--- src/bsig_pkg.sv ---
// Shared types and constants for the broadcast source index generator.
// No dependencies; imported by every module of the block.
package bsig_pkg;

    localparam int IDX_W      = 24;   // linear index width
    localparam int SIZE_W     = 13;   // dimension extent width
    localparam int RANK_W     = 3;    // rank register width
    localparam int MAP_W      = 8;    // source dimension map width
    localparam int DIM_SEL_W  = 2;    // one map field
    localparam int NUM_DIMS   = 4;    // size registers / map fields
    localparam int CFG_ADDR_W = 3;
    localparam int CFG_DATA_W = 13;

    // Configuration register indexes
    typedef enum logic [CFG_ADDR_W-1:0] {
        REG_TARGET_RANK    = 3'd0,
        REG_SIZE_DIM0      = 3'd1,
        REG_SIZE_DIM1      = 3'd2,
        REG_SIZE_DIM2      = 3'd3,
        REG_SIZE_DIM3      = 3'd4,
        REG_SOURCE_RANK    = 3'd5,
        REG_SOURCE_DIM_MAP = 3'd6
    } cfg_reg_t;

    // One coordinate per target dimension
    typedef logic [NUM_DIMS-1:0][SIZE_W-1:0] coords_t;

    // Settings the rebuild stages read
    typedef struct packed {
        logic [RANK_W-1:0]                 src_rank;
        logic [MAP_W-1:0]                  dim_map;
        logic [NUM_DIMS-1:0][IDX_W-1:0]    radix;
    } rebuild_cfg_t;

endpackage

--- src/bsig_rebuild.sv ---
// Rebuilds the source index from target coordinates: multiply stage, sum stage.
// Depends on bsig_pkg.
module bsig_rebuild (
    input  logic                        aclk,
    input  logic                        aresetn,
    input  logic                        ce,
    input  logic                        in_valid,
    input  bsig_pkg::coords_t           in_coords,
    input  logic [bsig_pkg::IDX_W-1:0]  in_quot,
    input  bsig_pkg::rebuild_cfg_t      cfg,
    output logic                        out_valid,
    output logic [bsig_pkg::IDX_W-1:0]  out_src,
    output logic                        out_beyond
);
    import bsig_pkg::*;

    logic [IDX_W-1:0] prod_next [NUM_DIMS];
    logic [IDX_W-1:0] prod_reg  [NUM_DIMS];
    logic             mul_valid_reg;
    logic             mul_beyond_reg;
    logic [IDX_W-1:0] sum_next;
    logic             sum_valid_reg;
    logic [IDX_W-1:0] sum_reg;
    logic             sum_beyond_reg;

    // per source dimension: coordinate times radix, dropped above source rank
    always_comb begin
        logic [SIZE_W-1:0]       coord;
        logic [IDX_W+SIZE_W-1:0] full;
        for (int k = 0; k < NUM_DIMS; k++) begin
            coord = in_coords[cfg.dim_map[DIM_SEL_W*k +: DIM_SEL_W]];
            full  = coord * cfg.radix[k];
            prod_next[k] = (cfg.src_rank > RANK_W'(k)) ? full[IDX_W-1:0] : '0;
        end
    end

    always_comb begin
        sum_next = '0;
        for (int k = 0; k < NUM_DIMS; k++) begin
            sum_next = sum_next + prod_reg[k];
        end
    end

    always_ff @(posedge aclk) begin
        if (!aresetn) begin
            mul_valid_reg <= 1'b0;
            sum_valid_reg <= 1'b0;
        end else if (ce) begin
            mul_valid_reg <= in_valid;
            sum_valid_reg <= mul_valid_reg;
        end
    end

    // any quotient left after the slowest dimension means past the end
    always_ff @(posedge aclk) begin
        if (ce) begin
            for (int k = 0; k < NUM_DIMS; k++) begin
                prod_reg[k] <= prod_next[k];
            end
            mul_beyond_reg <= (in_quot != '0);
            sum_reg        <= sum_next;
            sum_beyond_reg <= mul_beyond_reg;
        end
    end

    assign out_valid  = sum_valid_reg;
    assign out_src    = sum_reg;
    assign out_beyond = sum_beyond_reg;

endmodule

--- config.mk ---
export PLATFORM = sky130hd
export DESIGN_NAME = bsig_rebuild
export DESIGN_NICKNAME = d
export VERILOG_FILES = /design/src/bsig_pkg.sv /design/src/bsig_rebuild.sv
export SDC_FILE = /design/constraint.sdc
export NUM_CORES = 2
export LEC_CHECK = 0
export ABC_AREA = 1
export BUFFER_PORTS_ARGS = -buffer_cell sky130_fd_sc_hd__buf_4
export CAP_MARGIN = 20
export CORE_UTILIZATION = 45
export CTS_CLUSTER_SIZE = 25
export DETAILED_ROUTE_END_ITERATION = 6
export PLACE_DENSITY = 0.62
export SKIP_LAST_GASP = 1
export SLEW_MARGIN = 10
export SYNTH_ARGS = -nofsm -noshare
export SYNTH_HDL_FRONTEND = slang
export SYNTH_SLANG_ARGS = --single-unit
--- constraint.sdc ---
create_clock -name aclk -period 12.44 [get_ports aclk]
set_input_delay 0.622 -clock aclk [delete_from_list [all_inputs] [get_ports aclk]]
set_output_delay 0.622 -clock aclk [all_outputs]
set_load 0.005 [all_outputs]
==> qor.txt <==
status: completed
Post-synth EDFFs: 122
Worst-Skew Late Latency: 430 ps
worst slew pin tran: 858 ps
Worst slew margin: 42.7%
Final setup viols: 0
CTS Root Cell: clkbuf_16
placed wire-length estimate: 89800 um
drt initial violations: 2400
Worst Hold End: out_beyond
r2r setup slk: 8460 ps
worst hold path type: reg -> reg
Syn Area/Cell: 7.82 sq um
initial antenna violation count: 0
final wirelength: 106000 um
Critical Path Source Type: input pin
DR vias/cell: 5.17
Synth-to-Final Area Change: 8.12%
Post-CTS Resized: 0
CP Depth: 23
Crit path required time: 12580 ps
DRT Pass-1 Iters: 6
proportion of layout cells with a drive suffix above 1: 7.24%
Sink Count: 124
# hold bufs at CTS: 0
Routed Antenna Nets: 0
Die Width: 283 um
Cell Rows: 102
commonest non-fill, non-tap cells in the layout: 1147 x inv_1, 1034 x nand2_1, 722 x fa_1, 494 x nor2_1, 215 x buf_4
pre-CTS worst setup slack: 5460 ps
clock edge transition at the registers on the reported setup and hold paths: 70 ps
GP Congestion: 0.960
FF-to-FF End: out_src[21]
max_cap viols: 0
Final Hold Vio Count: 0
Min-Delay Startpoint: mul_beyond_reg
Port Buf Inserts: 212
CP Class: in -> reg
setup bufs post-CTS: 0
Worst EP arrival: 6700 ps
DRC viols: 0
Top FF cell, synth: edfxtp_1
clk buf depth: 2
CP Buf/Inv Count: 7
detailed-route wire length per cell: 18.6 um
CTS tree: built
Hold Crit Depth: 0
CORE AREA: 77800 sq um
Die Ht: 283 um
largest net degree at the start of global routing: 67
Crit. End Element: flip-flop
TritonCTS buffer count: 17
GRT overflow: 0
async set-reset flop share out of synthesis: 0%
Yosys cell types: 59
post-synth net total: 5667
Yosys reg bits: 124
fmax: 152 MHz
setup ws final: 5880 ps
Setup TNS Final: 0 ps
Slew Limit Fails: 0
Nets: 5782
worst r2r path cells: 12
vias post-DR: 29600
most common cell after layout, fill and taps aside: inv_1
Syn Inst Count: 4555
maximum net fanout on the critical path: 27
max reg flops: 96
CP top delay family: adder cells
initial core utilization: 45.7%
htree depth: 4
vias in the first global route: 30000
die area: 80300 sq um
yosys warns: 0
I/O Pins: 213
FF-to-FF Start: prod_reg[2][1]
worst path cell trace: buf_4 -> inv_6 -> nand2_1 -> nand3_1 -> nand2_1 -> inv_1 -> nand2_1 -> fa_1 -> inv_1 -> fa_1 -> fa_1 -> fa_1 -> inv_1 -> fa_1 -> inv_1 -> ha_1 -> nand2_1 -> nor3_1 -> nand2_1 -> o311ai_0 -> inv_1 -> nand2_1 -> a21oi_1
Total GRT Usage: 27.0%
first-pass GRT wire length: 168000 um
RSZ-0062 raised after global routing: no
CP max stage cell: fa_1
clock skew: 11.0 ps
crit-path max cell delay: 560 ps
Seq/Total Area, Yosys: 10.4%
period utilization: 52.7%
mapped cell area: 35600 sq um
minimum clock period after layout: 6560 ps
crit-path most repeated cell: nand2_1
## cell type report
cell class              instances  area (sq um)
flip-flops and latches        124          3700
inverters                    1179          4460
multi-input cells            3133         26800
diodes                          1          2.50
clock buffers                  18           429
well taps                    1040          1300
clock inverters                14           161
repair buffers                215          1610
fillers                      7746         39300
## synthesized netlist by cell type, drive strengths merged, types with 10 or more instances
| library cell | n | area, sq um |
|---|---|---|
| edfxtp | 122 | 3660 |
| o21a | 19 | 143 |
| clkinv | 12 | 45.0 |
| fa | 722 | 14500 |
| nor3 | 18 | 90.1 |
| xnor2 | 16 | 140 |
| nor2 | 502 | 1910 |
| or2 | 10 | 62.6 |
| nand4 | 25 | 156 |
| buf | 68 | 423 |
| nand3 | 191 | 1060 |
| a21oi | 169 | 853 |
| nor4 | 10 | 62.6 |
| inv | 1167 | 4410 |
| o21ai | 87 | 435 |
| nand2 | 1058 | 4070 |
| xor2 | 34 | 305 |
| ha | 203 | 2540 |
| clkbuf | 51 | 195 |
| nand3b | 14 | 121 |
## logic make-up (layout without fill, tap and decap cells)
group / count (synthesis) / in the layout / synth area share, %
other: 0 / 1 / 0
flip-flops: 124 / 124 / 10.4
buffers and inverters: 1298 / 1426 / 14.2
AO/OA/AOI/OAI: 326 / 326 / 5.16
adder cells (fa/ha/maj): 925 / 925 / 47.7
AND/OR/NAND/NOR: 1832 / 1832 / 21.2
XOR/XNOR: 50 / 50 / 1.25
## through the flow
stage	cells	hold slack, ps	util [%]	instance area, sq um
floorplan	4555	400	-	35600
global placement	5691	409	48.7	37900
detailed placement	5691	421	48.7	37900
CTS	5723	414	49.5	38500
global route	5723	449	49.5	38500
finish	5724	419	49.5	38500
## how the worst max path moves through the flow
stage                      endpoint  startpoint
floorplan           prod_reg[2][21]    cfg[100]
global placement    prod_reg[1][23]     cfg[98]
detailed placement  prod_reg[1][23]     cfg[98]
CTS                 prod_reg[1][23]     cfg[98]
global route        prod_reg[1][23]     cfg[98]
finish              prod_reg[1][23]     cfg[98]
## metal layers
| metal | wire (um) | global-route usage, % | up-vias |
|---|---|---|---|
| met4 | 2590 | 6.11 | 0 |
| met1 | 45600 | 37.3 | 14600 |
| li1 | - | - | 13700 |
| met3 | 7560 | 3.50 | 170 |
| met5 | 0 | 0 | - |
| met2 | 50500 | 45.3 | 1092 |
Power is left out: the tool's default activity adds up to more than one toggle a clock period on the data nets, which glitch-free logic cannot reach.
