[src/bsig_pkg.sv]
// Shared types and constants for the broadcast source index generator.
// No dependencies; imported by every module of the block.
package bsig_pkg;

    localparam int IDX_W      = 24;   // linear index width
    localparam int SIZE_W     = 13;   // dimension extent width
    localparam int RANK_W     = 3;    // rank register width
    localparam int MAP_W      = 8;    // source dimension map width
    localparam int DIM_SEL_W  = 2;    // one map field
    localparam int NUM_DIMS   = 4;    // size registers / map fields
    localparam int CFG_ADDR_W = 3;
    localparam int CFG_DATA_W = 13;

    // Configuration register indexes
    typedef enum logic [CFG_ADDR_W-1:0] {
        REG_TARGET_RANK    = 3'd0,
        REG_SIZE_DIM0      = 3'd1,
        REG_SIZE_DIM1      = 3'd2,
        REG_SIZE_DIM2      = 3'd3,
        REG_SIZE_DIM3      = 3'd4,
        REG_SOURCE_RANK    = 3'd5,
        REG_SOURCE_DIM_MAP = 3'd6
    } cfg_reg_t;

    // One coordinate per target dimension
    typedef logic [NUM_DIMS-1:0][SIZE_W-1:0] coords_t;

    // Settings the rebuild stages read
    typedef struct packed {
        logic [RANK_W-1:0]                 src_rank;
        logic [MAP_W-1:0]                  dim_map;
        logic [NUM_DIMS-1:0][IDX_W-1:0]    radix;
    } rebuild_cfg_t;

endpackage

[src/bsig_divider.sv]
// Pipelined restoring divider, one quotient bit per stage, with side data.
// Depends on bsig_pkg.
module bsig_divider (
    input  logic                         aclk,
    input  logic                         aresetn,
    input  logic                         ce,
    input  logic                         in_valid,
    input  logic [bsig_pkg::IDX_W-1:0]   in_dividend,
    input  bsig_pkg::coords_t            in_side,
    input  logic [bsig_pkg::SIZE_W-1:0]  divisor,
    output logic                         out_valid,
    output logic [bsig_pkg::IDX_W-1:0]   out_quot,
    output logic [bsig_pkg::SIZE_W-1:0]  out_rem,
    output bsig_pkg::coords_t            out_side
);
    import bsig_pkg::*;

    localparam int N = IDX_W;

    logic              valid_reg [N];
    logic [IDX_W-1:0]  quot_reg  [N];
    logic [SIZE_W-1:0] rem_reg   [N];
    coords_t           side_reg  [N];

    genvar i;
    generate
        for (i = 0; i < N; i++) begin : g_stage
            logic              v_in;
            logic [IDX_W-1:0]  q_in;
            logic [SIZE_W-1:0] r_in;
            coords_t           s_in;
            logic [SIZE_W:0]   trial;
            logic              fits;
            logic [IDX_W-1:0]  quot_next;
            logic [SIZE_W-1:0] rem_next;

            if (i == 0) begin : g_first
                assign v_in = in_valid;
                assign q_in = in_dividend;
                assign r_in = '0;
                assign s_in = in_side;
            end else begin : g_rest
                assign v_in = valid_reg[i-1];
                assign q_in = quot_reg[i-1];
                assign r_in = rem_reg[i-1];
                assign s_in = side_reg[i-1];
            end

            // shift in the next dividend bit, subtract when it fits
            always_comb begin
                trial     = {r_in, q_in[N-1]};
                fits      = (trial >= {1'b0, divisor});
                rem_next  = fits ? SIZE_W'(trial - {1'b0, divisor}) : trial[SIZE_W-1:0];
                quot_next = {q_in[N-2:0], fits};
            end

            always_ff @(posedge aclk) begin
                if (!aresetn) begin
                    valid_reg[i] <= 1'b0;
                end else if (ce) begin
                    valid_reg[i] <= v_in;
                end
            end

            always_ff @(posedge aclk) begin
                if (ce) begin
                    quot_reg[i] <= quot_next;
                    rem_reg[i]  <= rem_next;
                    side_reg[i] <= s_in;
                end
            end
        end
    endgenerate

    assign out_valid = valid_reg[N-1];
    assign out_quot  = quot_reg[N-1];
    assign out_rem   = rem_reg[N-1];
    assign out_side  = side_reg[N-1];

endmodule

[config.mk]
export PLATFORM = sky130hd
export DESIGN_NAME = bsig_divider
export DESIGN_NICKNAME = d
export VERILOG_FILES = /design/src/bsig_pkg.sv /design/src/bsig_divider.sv
export SDC_FILE = /design/constraint.sdc
export NUM_CORES = 2
export LEC_CHECK = 0
export BUFFER_PORTS_ARGS = -buffer_cell sky130_fd_sc_hd__buf_2
export CORE_ASPECT_RATIO = 0.9
export CORE_MARGIN = 2
export CORE_UTILIZATION = 28
export CTS_BUF_LIST = sky130_fd_sc_hd__clkbuf_2 sky130_fd_sc_hd__clkbuf_4 sky130_fd_sc_hd__clkbuf_8
export CTS_CLUSTER_DIAMETER = 120
export DETAILED_ROUTE_END_ITERATION = 7
export PLACE_DENSITY = 0.46
export REMOVE_ABC_BUFFERS = 1
export SLEW_MARGIN = 10
export SYNTH_ARGS = -nofsm -noshare
export SYNTH_HDL_FRONTEND = slang
export SYNTH_SLANG_ARGS = --single-unit
[constraint.sdc]
create_clock -name aclk -period 3.8 [get_ports aclk]
set_input_delay 0.38 -clock aclk [delete_from_list [all_inputs] [get_ports aclk]]
set_output_delay 0.38 -clock aclk [all_outputs]
set_load 0.02 [all_outputs]
==> summary.txt <==
Synth
  • Ys async rst share: 0%
  • Synthesized cell area: a little over 0.08 mm^2
  • Register area share after synthesis: just under 80%
  • Synth unique cells: 77
  • Mean post-synth cell area: 18.3 um^2
  • Number of synthesized flops with an enable pin: between 2000 and 2500
  • Yosys warnings: 0
  • Number of synthesized register bits: 2160
  • Most common flop cell mapped by yosys: edfxtp_1
  • Number of cells produced by synthesis: approximately 4500

Setup path
  • CP top delay family: compound AO/OA/AOI/OAI gates
  • WP data arrival: ~3.8 ns
  • CP endpoint kind: register
  • Worst path max stage delay: ~0.48 ns
  • Crit start category: register
  • Slowest stage cell, crit path: o31ai_1
  • CP max FO: 2
  • Crit. path cell count: 12
  • Reg2reg path depth: 12
  • Crit Path Category: reg -> reg
  • CP Buf/Inv Count: 2
  • Worst endpoint required time: approximately 4.5 ns
  • CP Cell Sequence: inv_1, ha_1, fa_1, nor2b_1, o21ai_2, a21boi_1, buf_4, nor3_1, o31ai_1, a21boi_0, xnor2_1, mux2_2

Timing
  • Max Clk Rate: around 0.33 GHz
  • Count of pins over their slew limit: 0
  • Final hold vios: 0
  • Worst setup margin: roughly 0.77 ns
  • TNS Setup: 0 ns
  • Final Cycle Share: around four fifths
  • Least-Margin Pin Slew: approximately 1.1 ns
  • Skew final: 0.0550 ns
  • Worst rel slew slack: 28.2%
  • RSZ-0062 raised after global routing: no
  • Setup violators final: 0
  • Fin crit period: 3.03 ns

Min path
  • Hold path cells: 4
  • Worst min path class: in -> reg

Clocking
  • H-tree levels: 5
  • CTS tree: yes
  • Clk slew on worst S/H paths: around 0.06 ns
  • TritonCTS Buffers: 377
  • Post-CTS Hold Buffers: approximately 160
  • Bufs on Longest Clock Path: 4
  • Post-CTS Setup Bufs: 0
  • Clock root cell: clkbuf_8
  • Clock sink count: approximately 2200
  • Quantity of gates resized following cts: 0
  • Worst-skew pair later-pin latency: a little under 1 ns

Route
  • Via count: ~39000
  • Routed length per instance: about 15 um
  • Final WL: 146000 um
  • DRC Markers: 0
  • Starting DRC count in detailed routing: between 2000 and 2500
  • Via density: 4.09
  • DRT Pass-1 Iters: 5
  • Detail Route Antenna Nets: 0

Floorplanning
  • Core area: 0.291 mm^2
  • Die X: about 570 um
  • Die height: slightly above 500 um
  • Cell Rows: between 150 and 200
  • Initial Util: between 20% and 30%
  • Die area: a little under 0.3 mm^2
  • # IOs: approximately 180

Power and ir drop
  • Worst vdd ir: approximately 0.00028 V
  • PD cells: ~710 mW/mm^2
  • P_leak: 35.0 nW

Global routing
  • GRT Util Overall: roughly a tenth
  • Vias in the first global route: 39400
  • Largest net degree at the start of global routing: 163
  • Initial antenna violation count: 15
  • Grt total ovfl: 0
  • First-pass GRT wire length: between 200000 and 250000 um

Cells and area
  • Most frequent cells in the layout: edfxtp_1, clkbuf_8, ha_1
  • # nets final: between 5000 and 6000
  • Ratio of cells with drive above 1 in the final layout: 19.2%
  • Number of flip-flops in the largest register: 1248
  • Commonest non-fill, non-tap cell in the layout: edfxtp_1
  • Fillers: roughly 28000
  • Syn-to-layout area delta: 19.7%

Placed design
  • Routability cong.: approximately 0.8
  • Port bufs: ~180
  • Detailed placement HPWL: approximately 86000 um
  • Pre-CTS WS: 0.399 ns

Outcome
  • Outcome: complete, no violations

Job
  • Max Cap Viol: 0
report_power, final:
| group | switching, mW | internal [mW] |
|---|---|---|
| sequential | 1.36 | 30.4 |
| clock | 9.55 | 11.5 |
| combinational | 8.65 | 7.42 |
tightest hold or removal path: stages:
cell and delay (ns):
buf_2 0.09, nor4_1 0.05, o2111a_1 0.28, a21oi_1 0.22
Yosys cell counts (all sizes together) (8+ instances only):
| cell | n | area share, % |
|---|---|---|
| edfxtp | 2159 | 79 |
| ha | 301 | 4.6 |
| o21ai | 285 | 1.8 |
| nand2 | 235 | 1.1 |
| a21oi | 172 | 1.1 |
| inv | 133 | 0.61 |
| nor2 | 132 | 0.61 |
| mux2 | 121 | 1.7 |
| xnor2 | 117 | 1.3 |
| xor2 | 103 | 1.1 |
| a21o | 94 | 0.86 |
| nor2b | 49 | 0.38 |
| and2 | 42 | 0.32 |
| nand4 | 39 | 0.30 |
| o21a | 38 | 0.35 |
| and3 | 36 | 0.28 |
| nor3 | 34 | 0.23 |
| mux2i | 32 | 0.39 |
| nand2b | 30 | 0.23 |
| buf | 28 | 0.19 |
| a21boi | 24 | 0.22 |
| clkbuf | 23 | 0.11 |
| fa | 23 | 0.56 |
| o21bai | 20 | 0.18 |
| a211oi | 17 | 0.16 |
| o31ai | 17 | 0.16 |
| nand3 | 16 | 0.098 |
| a31oi | 15 | 0.12 |
| a2111oi | 13 | 0.35 |
| a221oi | 10 | 0.15 |
| o41ai | 10 | 0.14 |
| o31a | 9 | 0.097 |
| nor4 | 8 | 0.061 |
area by class of cell:
class | count | area (um^2) | area share (%)
flip-flops and latches | 2160 | 64900 | 66.4
well taps | 3895 | 4870 | 4.99
clock buffers | 502 | 6150 | 6.29
inverters | 133 | 499 | 0.511
diodes | 7 | 17.5 | 0.0179
multi-input cells | 2116 | 16000 | 16.4
repair buffers | 472 | 3960 | 4.05
clock inverters | 173 | 1310 | 1.34
routing by layer:
metal	part of all wire [%]	global-route usage [%]	up-vias	wire (um)
met5	0	0	-	0
met1	51	14.3	18400	73900
met4	3.5	3.97	0	5160
met2	40	13.2	835	58400
li1	-	-	19100	-
met3	5.6	2.49	363	8160
final timing paths:
check	slack (ns)	endpoint	from
max	0.77	rem_reg[0][77]$_DFFE_PP_	quot_reg[0][119]$_DFFE_PP_
min	0.16	rem_reg[0][0]$_DFFE_PP_	divisor[2]
max reg2reg	0.77	rem_reg[0][77]$_DFFE_PP_	quot_reg[0][119]$_DFFE_PP_
min reg2reg	0.36	side_reg[1][179]$_DFFE_PP_	side_reg[1][127]$_DFFE_PP_
stage by stage:
step | cell area (um^2) | hold slack (ns) | cells | utilization [%] | total power, mW
6_report | 97600 | 0.160 | 9458 | 33.6 | 68.9
5_1_grt | 97600 | 0.0421 | 9456 | 33.6 | 73.4
4_1_cts | 97600 | 0.00531 | 9451 | 33.6 | 70.2
3_5_place_dp | 88600 | 0.405 | 8620 | 30.5 | 48.2
3_3_place_gp | 88600 | 0.400 | 8620 | 30.5 | 48.0
2_1_floorplan | 81300 | 0.400 | 4409 | - | 43.1
cells by family (layout without fill, tap and decap cells):
family | count (synthesis) | count (layout) | synth area share, %
buffers and inverters | 184 | 1280 | 0.903
AOI/OAI and AO/OA | 763 | 763 | 6.07
muxes | 153 | 153 | 2.06
adders and majority gates | 324 | 324 | 5.18
other | 0 | 7 | 0
DFF | 2160 | 2160 | 79.5
and+or+nand+nor | 656 | 656 | 3.93
xor gates and xnor gates | 220 | 220 | 2.36
(Power assumes the default switching activity.)
