**src/bsig_pkg.sv**
```systemverilog
// Shared types and constants for the broadcast source index generator.
// No dependencies; imported by every module of the block.
package bsig_pkg;

    localparam int IDX_W      = 24;   // linear index width
    localparam int SIZE_W     = 13;   // dimension extent width
    localparam int RANK_W     = 3;    // rank register width
    localparam int MAP_W      = 8;    // source dimension map width
    localparam int DIM_SEL_W  = 2;    // one map field
    localparam int NUM_DIMS   = 4;    // size registers / map fields
    localparam int CFG_ADDR_W = 3;
    localparam int CFG_DATA_W = 13;

    // Configuration register indexes
    typedef enum logic [CFG_ADDR_W-1:0] {
        REG_TARGET_RANK    = 3'd0,
        REG_SIZE_DIM0      = 3'd1,
        REG_SIZE_DIM1      = 3'd2,
        REG_SIZE_DIM2      = 3'd3,
        REG_SIZE_DIM3      = 3'd4,
        REG_SOURCE_RANK    = 3'd5,
        REG_SOURCE_DIM_MAP = 3'd6
    } cfg_reg_t;

    // One coordinate per target dimension
    typedef logic [NUM_DIMS-1:0][SIZE_W-1:0] coords_t;

    // Settings the rebuild stages read
    typedef struct packed {
        logic [RANK_W-1:0]                 src_rank;
        logic [MAP_W-1:0]                  dim_map;
        logic [NUM_DIMS-1:0][IDX_W-1:0]    radix;
    } rebuild_cfg_t;

endpackage

```
**src/bsig_out_fifo.sv**
```systemverilog
// Two-entry output buffer; lets the pipeline run while a result waits.
// Depends on bsig_pkg.
module bsig_out_fifo (
    input  logic                        aclk,
    input  logic                        aresetn,
    input  logic                        push,
    input  logic [bsig_pkg::IDX_W-1:0]  push_src,
    input  logic                        push_beyond,
    output logic                        full,
    output logic                        m_tvalid,
    input  logic                        m_tready,
    output logic [bsig_pkg::IDX_W-1:0]  m_src,
    output logic                        m_beyond
);
    import bsig_pkg::*;

    logic [IDX_W-1:0] src_mem    [2];
    logic             beyond_mem [2];
    logic             wptr_reg, wptr_next;
    logic             rptr_reg, rptr_next;
    logic [1:0]       count_reg, count_next;
    logic             pop;

    assign pop      = m_tvalid && m_tready;
    assign m_tvalid = (count_reg != 2'd0);
    assign full     = (count_reg == 2'd2);
    assign m_src    = src_mem[rptr_reg];
    assign m_beyond = beyond_mem[rptr_reg];

    always_comb begin
        wptr_next  = push ? ~wptr_reg : wptr_reg;
        rptr_next  = pop  ? ~rptr_reg : rptr_reg;
        count_next = count_reg + {1'b0, push} - {1'b0, pop};
    end

    always_ff @(posedge aclk) begin
        if (!aresetn) begin
            wptr_reg  <= 1'b0;
            rptr_reg  <= 1'b0;
            count_reg <= 2'd0;
        end else begin
            wptr_reg  <= wptr_next;
            rptr_reg  <= rptr_next;
            count_reg <= count_next;
        end
    end

    always_ff @(posedge aclk) begin
        if (push) begin
            src_mem[wptr_reg]    <= push_src;
            beyond_mem[wptr_reg] <= push_beyond;
        end
    end

`ifndef SYNTH
    a_count_range: assert property (@(posedge aclk) disable iff (!aresetn)
        count_reg != 2'd3)
        else $error("output buffer count out of range");

    a_count_track: assert property (@(posedge aclk) disable iff (!aresetn)
        (push && !pop) |=> (count_reg == $past(count_reg) + 2'd1))
        else $error("output buffer lost a push");

    a_no_overflow: assert property (@(posedge aclk) disable iff (!aresetn)
        full |-> !push)
        else $error("push into a full output buffer");

    a_reset_empty: assert property (@(posedge aclk)
        !aresetn |=> !m_tvalid)
        else $error("output buffer not empty after reset");
`endif

endmodule

```
**config.mk**
```make
export PLATFORM = sky130hd
export DESIGN_NAME = bsig_out_fifo
export DESIGN_NICKNAME = d
export VERILOG_FILES = /design/src/bsig_pkg.sv /design/src/bsig_out_fifo.sv
export SDC_FILE = /design/constraint.sdc
export NUM_CORES = 1
export LEC_CHECK = 0
export BUFFER_PORTS_ARGS = -buffer_cell sky130_fd_sc_hd__buf_2
export CORE_MARGIN = 8
export CORE_UTILIZATION = 44
export DETAILED_ROUTE_END_ITERATION = 12
export HOLD_SLACK_MARGIN = 0.03
export PLACE_DENSITY = 0.71
export SETUP_SLACK_MARGIN = 0.3
export SYNTH_ARGS = -nofsm -noshare
export SYNTH_HDL_FRONTEND = slang
export SYNTH_SLANG_ARGS = --single-unit
```
**constraint.sdc**
```tcl
create_clock -name aclk -period 1.9 [get_ports aclk]
set_input_delay 0.19 -clock aclk [delete_from_list [all_inputs] [get_ports aclk]]
set_output_delay 0.19 -clock aclk [all_outputs]
set_load 0.01 [all_outputs]
```
==> results.sh, run 1 <==
export IMPL_required_ns=1.71
export IMPL_wl_um=3840
export IMPL_run_status="finished, final reports clean"
export IMPL_start_kind="flop"
export IMPL_synthCells=101
export IMPL_track_usage=0.106
export IMPL_place_inst=225
export IMPL_fin_skew_ns=0.00796
export IMPL_synth_avg_cell_area_sq_um=21.3
export IMPL_power_density_nw_per_um2=1180
export IMPL_dp_hpwl_um=2750
export IMPL_multi_input_area_sq_um=495
export IMPL_postCtsHoldBufs=0
export IMPL_ant_nets=0
export IMPL_synth_fa_ha_area_frac=0.0116
export IMPL_ir_drop_mv=0.656
export IMPL_ys_seq_area_frac=0.744
export IMPL_antenna_cells=0
export IMPL_h_tree_depth=2
export IMPL_yosys_area_top_type_share=0.697
export IMPL_io_pins=56
export IMPL_yosysTopAreaCell="edfxtp_1"
export IMPL_synth_compound_gate_area_share=0.00697
export IMPL_synth_simple_gate_area_frac=0.0250
export IMPL_place_area_sq_um=2510
export IMPL_dieArea_sq_um=7390
export IMPL_drv_cap=0
export IMPL_die_x_um=86.0
export IMPL_layout_common_cells="55 x buf_2, 50 x edfxtp_1, 20 x mux2_4"
export IMPL_fp_dieH_um=86.0
export IMPL_critical_path_class="flop to primary output"
export IMPL_muxShareOfSynthArea=0.175
export IMPL_fin_nets=198
export IMPL_routedWlPerCell_um=16.3
export IMPL_drt_first_pass_iters=4
export IMPL_cts_tree="done"
export IMPL_synth_top_family_by_area="multiplexers"
export IMPL_setup_viol=0
export IMPL_ys_types=16
export IMPL_clk_path_buf_depth=2
export IMPL_clk_pin_slew_worst_paths_ns=0.10
export IMPL_grt_pass1_wl_um=5930
export IMPL_yosys_register_bits=55
export IMPL_grt_max_degree=18
export IMPL_syn_area_sq_um=2150
export IMPL_clock_sinks=55
export IMPL_finalNonFillerCells=235
export IMPL_vias=1085
export IMPL_synth_top_cells_by_area="edfxtp_1 70%, mux2_4 14%, dfxtp_1 4.6%, mux2_2 2.6%, buf_12 1.9%"
export IMPL_arrival_ns=1.33
export IMPL_crit_path_max_fanout=12
export IMPL_drive_above_1_share=0.583
export IMPL_grt_pass1_vias=1208
export IMPL_rsz0062_at_grt="false"
export IMPL_cts_buffers=5
export IMPL_yosys_warnings=0
export IMPL_ff2ff_setup_slack_ns=0.43
export IMPL_finalCriticalPeriod_ns=1.52
export IMPL_synth_xor_area_frac=0.0105
export IMPL_antenna_found_initial=0
export IMPL_numPortBuffers=55
export IMPL_slew_violations=0
export IMPL_whs_ns=0.0698
export IMPL_fill_cells=353
export IMPL_p_leak_uw=0.00108
export IMPL_hold_viol_final=0
export IMPL_max_slew_margin_rel=0.894
export IMPL_grt_ovfl_total=0
export IMPL_dp_slack_ns=0.443
export IMPL_insertion_delay_ns=0.30
export IMPL_ff_latch_area_sq_um=1610
export IMPL_via_per_inst=4.62
export IMPL_core_area_sq_um=4720
export IMPL_first_iter_violations=59
export IMPL_final_area_sq_um=2710
export IMPL_max_freq_mhz=657
export IMPL_area_delta_synth_final_pct=25.7
export IMPL_finalSetupTns_ns=0
export IMPL_largest_reg_flops=48
export IMPL_layout_setup_ws_ns=0.377
export IMPL_fin_crit_sh=0.801
export IMPL_layout_commonest_cell="buf_2"
export IMPL_place_gp_congestion=0.625
export IMPL_endpoint_kind="primary output"
export IMPL_row_count=25
export IMPL_root_buffer="clkbuf_8"
export IMPL_worst_slew_pin_slew_ns=0.154
export IMPL_initial_core_util=0.456
export IMPL_syn_nets=132
export IMPL_drc=0
export IMPL_post_cts_buffers=0
export IMPL_hold_class="primary input to flop"
## synth_stat cells (all sizes together)
cell and count:
mux2i 2, dfxtp 5, ha 2, mux2 25
nand2 1, o21a 2, nor2b 4, nand2b 1
edfxtp 50, inv 2, xnor3 1, buf 3
and2 2, or2 1
## where the power goes
| part | internal [uW] | total, uW | switching (uW) |
|---|---|---|---|
| Clock | 525 | 883 | 358 |
| Combinational | 487 | 830 | 343 |
| Sequential | 1420 | 1470 | 55.0 |
| Total | 2430 | 3190 | 756 |
## cell type report
type	count	share of cell area
Multi-Input combinational cell	41	0.183
Tap cell	67	0.0310
Sequential cell	55	0.593
Clock inverter	3	0.0250
Clock buffer	5	0.0254
Inverter	2	0.00277
Timing Repair Buffer	62	0.140
## per-layer routing
layer,GRT usage,vias up,share of wire
met5,0,-,0
met4,0.0239,0,0.0094
met3,0.0506,6,0.087
met2,0.177,41,0.49
met1,0.119,522,0.41
li1,-,516,-
## stage by stage
stage                     power, uW  utilization
after detailed placement       2260        0.532
after global placement         2230        0.532
final                          3190        0.573
after CTS                      3200        0.568
after global routing           3350        0.573
after floorplan                2050            -
## cell families after synthesis
kind of cell / count (synthesis)
DFF: 55
muxes: 27
and+or+nand+nor: 9
buffers and inverters: 5
AOI/OAI and AO/OA: 2
adders and majority gates: 2
xor gates and xnor gates: 1
## path summary, 6_finish.rpt
path,startpoint,end,depth (start not counted)
max,flop,m_src[5],3
min,push_src[9],src_mem[0][9],1
max reg2reg,count_reg[1],count_reg[1],6
min reg2reg,rptr_reg,rptr_reg,2
## timing repair
action	CTS	global route
endpoints found under the setup margin	3	1
cloned	1	1
gates resized for setup	3	0
## worst max-delay path: stages (launching register included)
cell and delay (ns):
dfxtp_4 0.42, buf_16 0.17, mux2_4 0.30, buf_2 0.14
(Power assumes the default switching activity.)
==> inputs of run 2 (changes only) <==
==> constraint.sdc (replaced) <==
create_clock -name aclk -period 1.3 [get_ports aclk]
set_input_delay 0.13 -clock aclk [delete_from_list [all_inputs] [get_ports aclk]]
set_output_delay 0.13 -clock aclk [all_outputs]
set_load 0.01 [all_outputs]
==> results.sh, run 2 (same netlist as run 1, synthesis figures left out) <==
export IMPL_run_status="finished with violations"
export IMPL_violations="setup timing"
export IMPL_fin_crit_sh=1.10
export IMPL_slew_violations=0
export IMPL_clk_path_buf_depth=2
export IMPL_ir_drop_mv=1.02
export IMPL_clockPowerShare=0.219
export IMPL_final_area_sq_um=3170
export IMPL_root_buffer="clkbuf_8"
export IMPL_insertion_delay_ns=0.30
export IMPL_area_delta_synth_final_pct=47.2
export IMPL_crit_path_end="m_src[2]"
export IMPL_via_per_inst=4.63
export IMPL_numPortBuffers=55
export IMPL_finalNonFillerCells=263
export IMPL_worst_slew_pin_slew_ns=0.195
export IMPL_finalSetupTns_ns=-2.63
export IMPL_h_tree_depth=2
export IMPL_antenna_found_initial=0
export IMPL_row_count=25
export IMPL_fin_skew_ns=0.00411
export IMPL_drive_above_1_share=0.546
export IMPL_comb_power_share=0.347
export IMPL_internal_power_uw=3730
export IMPL_drc=0
export IMPL_slowest_delay_ns=0.38
export IMPL_r2r_start="count_reg[1]"
export IMPL_place_gp_congestion=0.619
export IMPL_ant_nets=0
export IMPL_place_area_sq_um=2550
export IMPL_endpoint_kind="primary output"
export IMPL_track_usage=0.123
export IMPL_routedWlPerCell_um=16.2
export IMPL_initial_core_util=0.456
export IMPL_die_x_um=86.0
export IMPL_layout_common_cells="50 x edfxtp_1, 30 x buf_2, 28 x buf_6"
export IMPL_first_iter_violations=45
export IMPL_path_depth=3
export IMPL_antenna_cells=0
export IMPL_ff2ff_setup_slack_ns=-0.05
export IMPL_rsz0062_at_grt="true"
export IMPL_cts_tree="done"
export IMPL_place_inst=227
export IMPL_layout_commonest_cell="edfxtp_1"
export IMPL_fin_nets=226
export IMPL_largest_reg_flops=48
export IMPL_power_density_nw_per_um2=1560
export IMPL_p_leak_uw=0.00126
export IMPL_drt_first_pass_iters=4
export IMPL_p_switching_uw=1220
export IMPL_grt_ovfl_total=0
export IMPL_clock_sinks=55
export IMPL_cts_buffers=5
export IMPL_clk_pin_slew_worst_paths_ns=0.09
export IMPL_dieArea_sq_um=7390
export IMPL_worstReg2RegEnd="count_reg[1]"
export IMPL_cp_num_buf_inv=2
export IMPL_cp_top_family="flip-flops"
export IMPL_fp_dieH_um=86.0
export IMPL_vias=1217
export IMPL_io_pins=56
export IMPL_reg2regPathDepth=6
export IMPL_power_uw=4950
export IMPL_critical_path_class="flop to primary output"
export IMPL_layout_setup_ws_ns=-0.134
export IMPL_crit_chain="buf_12 > mux2_2 > buf_6"
export IMPL_dp_hpwl_um=2740
export IMPL_seqPwrFrac=0.434
export IMPL_wl_um=4250
export IMPL_start_kind="flop"
export IMPL_finalCriticalPeriod_ns=1.43
export IMPL_grt_pass1_vias=1428
export IMPL_arrival_ns=1.30
export IMPL_swShare=0.246
export IMPL_final_util=0.671
export IMPL_required_ns=1.17
export IMPL_crit_path_max_fanout=12
export IMPL_grt_pass1_wl_um=6930
export IMPL_drv_cap=0
export IMPL_crit_slowest_cell="dfxtp_4"
export IMPL_grt_max_degree=17
export IMPL_max_freq_mhz=697
export IMPL_hold_class="primary input to flop"
export IMPL_hold_viol_final=0
export IMPL_setup_viol=26
export IMPL_core_area_sq_um=4720
export IMPL_max_slew_margin_rel=0.870
[run 2: cell types whose count changed in the layout (fill, tap and decap cells not counted), moves of 2 or more]
cell           delta
mux2_4            +4
buf_12            +2
dfxtp_2           +2
dlygate4sd3_1    +25
dfxtp_1           -3
buf_4             -2
buf_6            +28
buf_2            -25
mux2_2            -4
and2_4            +2
ha_1              -2
ha_4              +2
[run 2: repair_timing]
action | CTS | global route
hold buffers | 25 | 0
gates resized for setup | 41 | 6
endpoints found under the setup margin | 68 | 45
gates cloned | 1 | 0
buffers inserted | 2 | 0
pin swaps | 2 | 0
endpoints found under the hold margin | 50 | 0
[run 2: layer usage]
layer / global-route usage / share of wire
met1: 0.118 / 0.37
met2: 0.230 / 0.55
met3: 0.0487 / 0.064
met4: 0.0446 / 0.018
met5: 0 / 0
[run 2: worst min-delay path by stage]
stage | slack [ns] | to | from | cells after the start
5_1_grt | 0.08 | wptr_reg | aresetn | 2
4_1_cts | 0.07 | wptr_reg | aresetn | 2
6_report | 0.08 | wptr_reg | aresetn | 2
3_3_place_gp | 0.32 | src_mem[1][0] | push_src[0] | 1
2_1_floorplan | 0.23 | beyond_mem[0] | push_beyond | 0
3_5_place_dp | 0.32 | src_mem[0][22] | push_src[22] | 1
[run 2: layout make-up]
cell class                 instances  area [sq um]
sequential                        55          1610
fill                             318          1550
clock inverter                     3          38.8
clock buffer                       5          68.8
timing repair buffer              89           806
inverter                           2          7.51
tap                               67          83.8
multi-input combinational         42           554
[run 2: power by group through the flow]
stage / clock (uW) / combinational, uW / sequential, uW
after detailed placement: 0 / 1240 / 2170
after global routing: 1190 / 1840 / 2160
final: 1080 / 1720 / 2150
after global placement: 0 / 1190 / 2160
after floorplan: 0 / 847 / 2160
after CTS: 1120 / 1680 / 2150
[run 2: through the flow]
step	hold slack, ns	setup slack (ns)
floorplan	0.229	-0.0331
global placement	0.317	0.00547
detailed placement	0.321	-0.0810
CTS	0.0729	-0.157
global route	0.0819	-0.185
finish	0.0834	-0.134
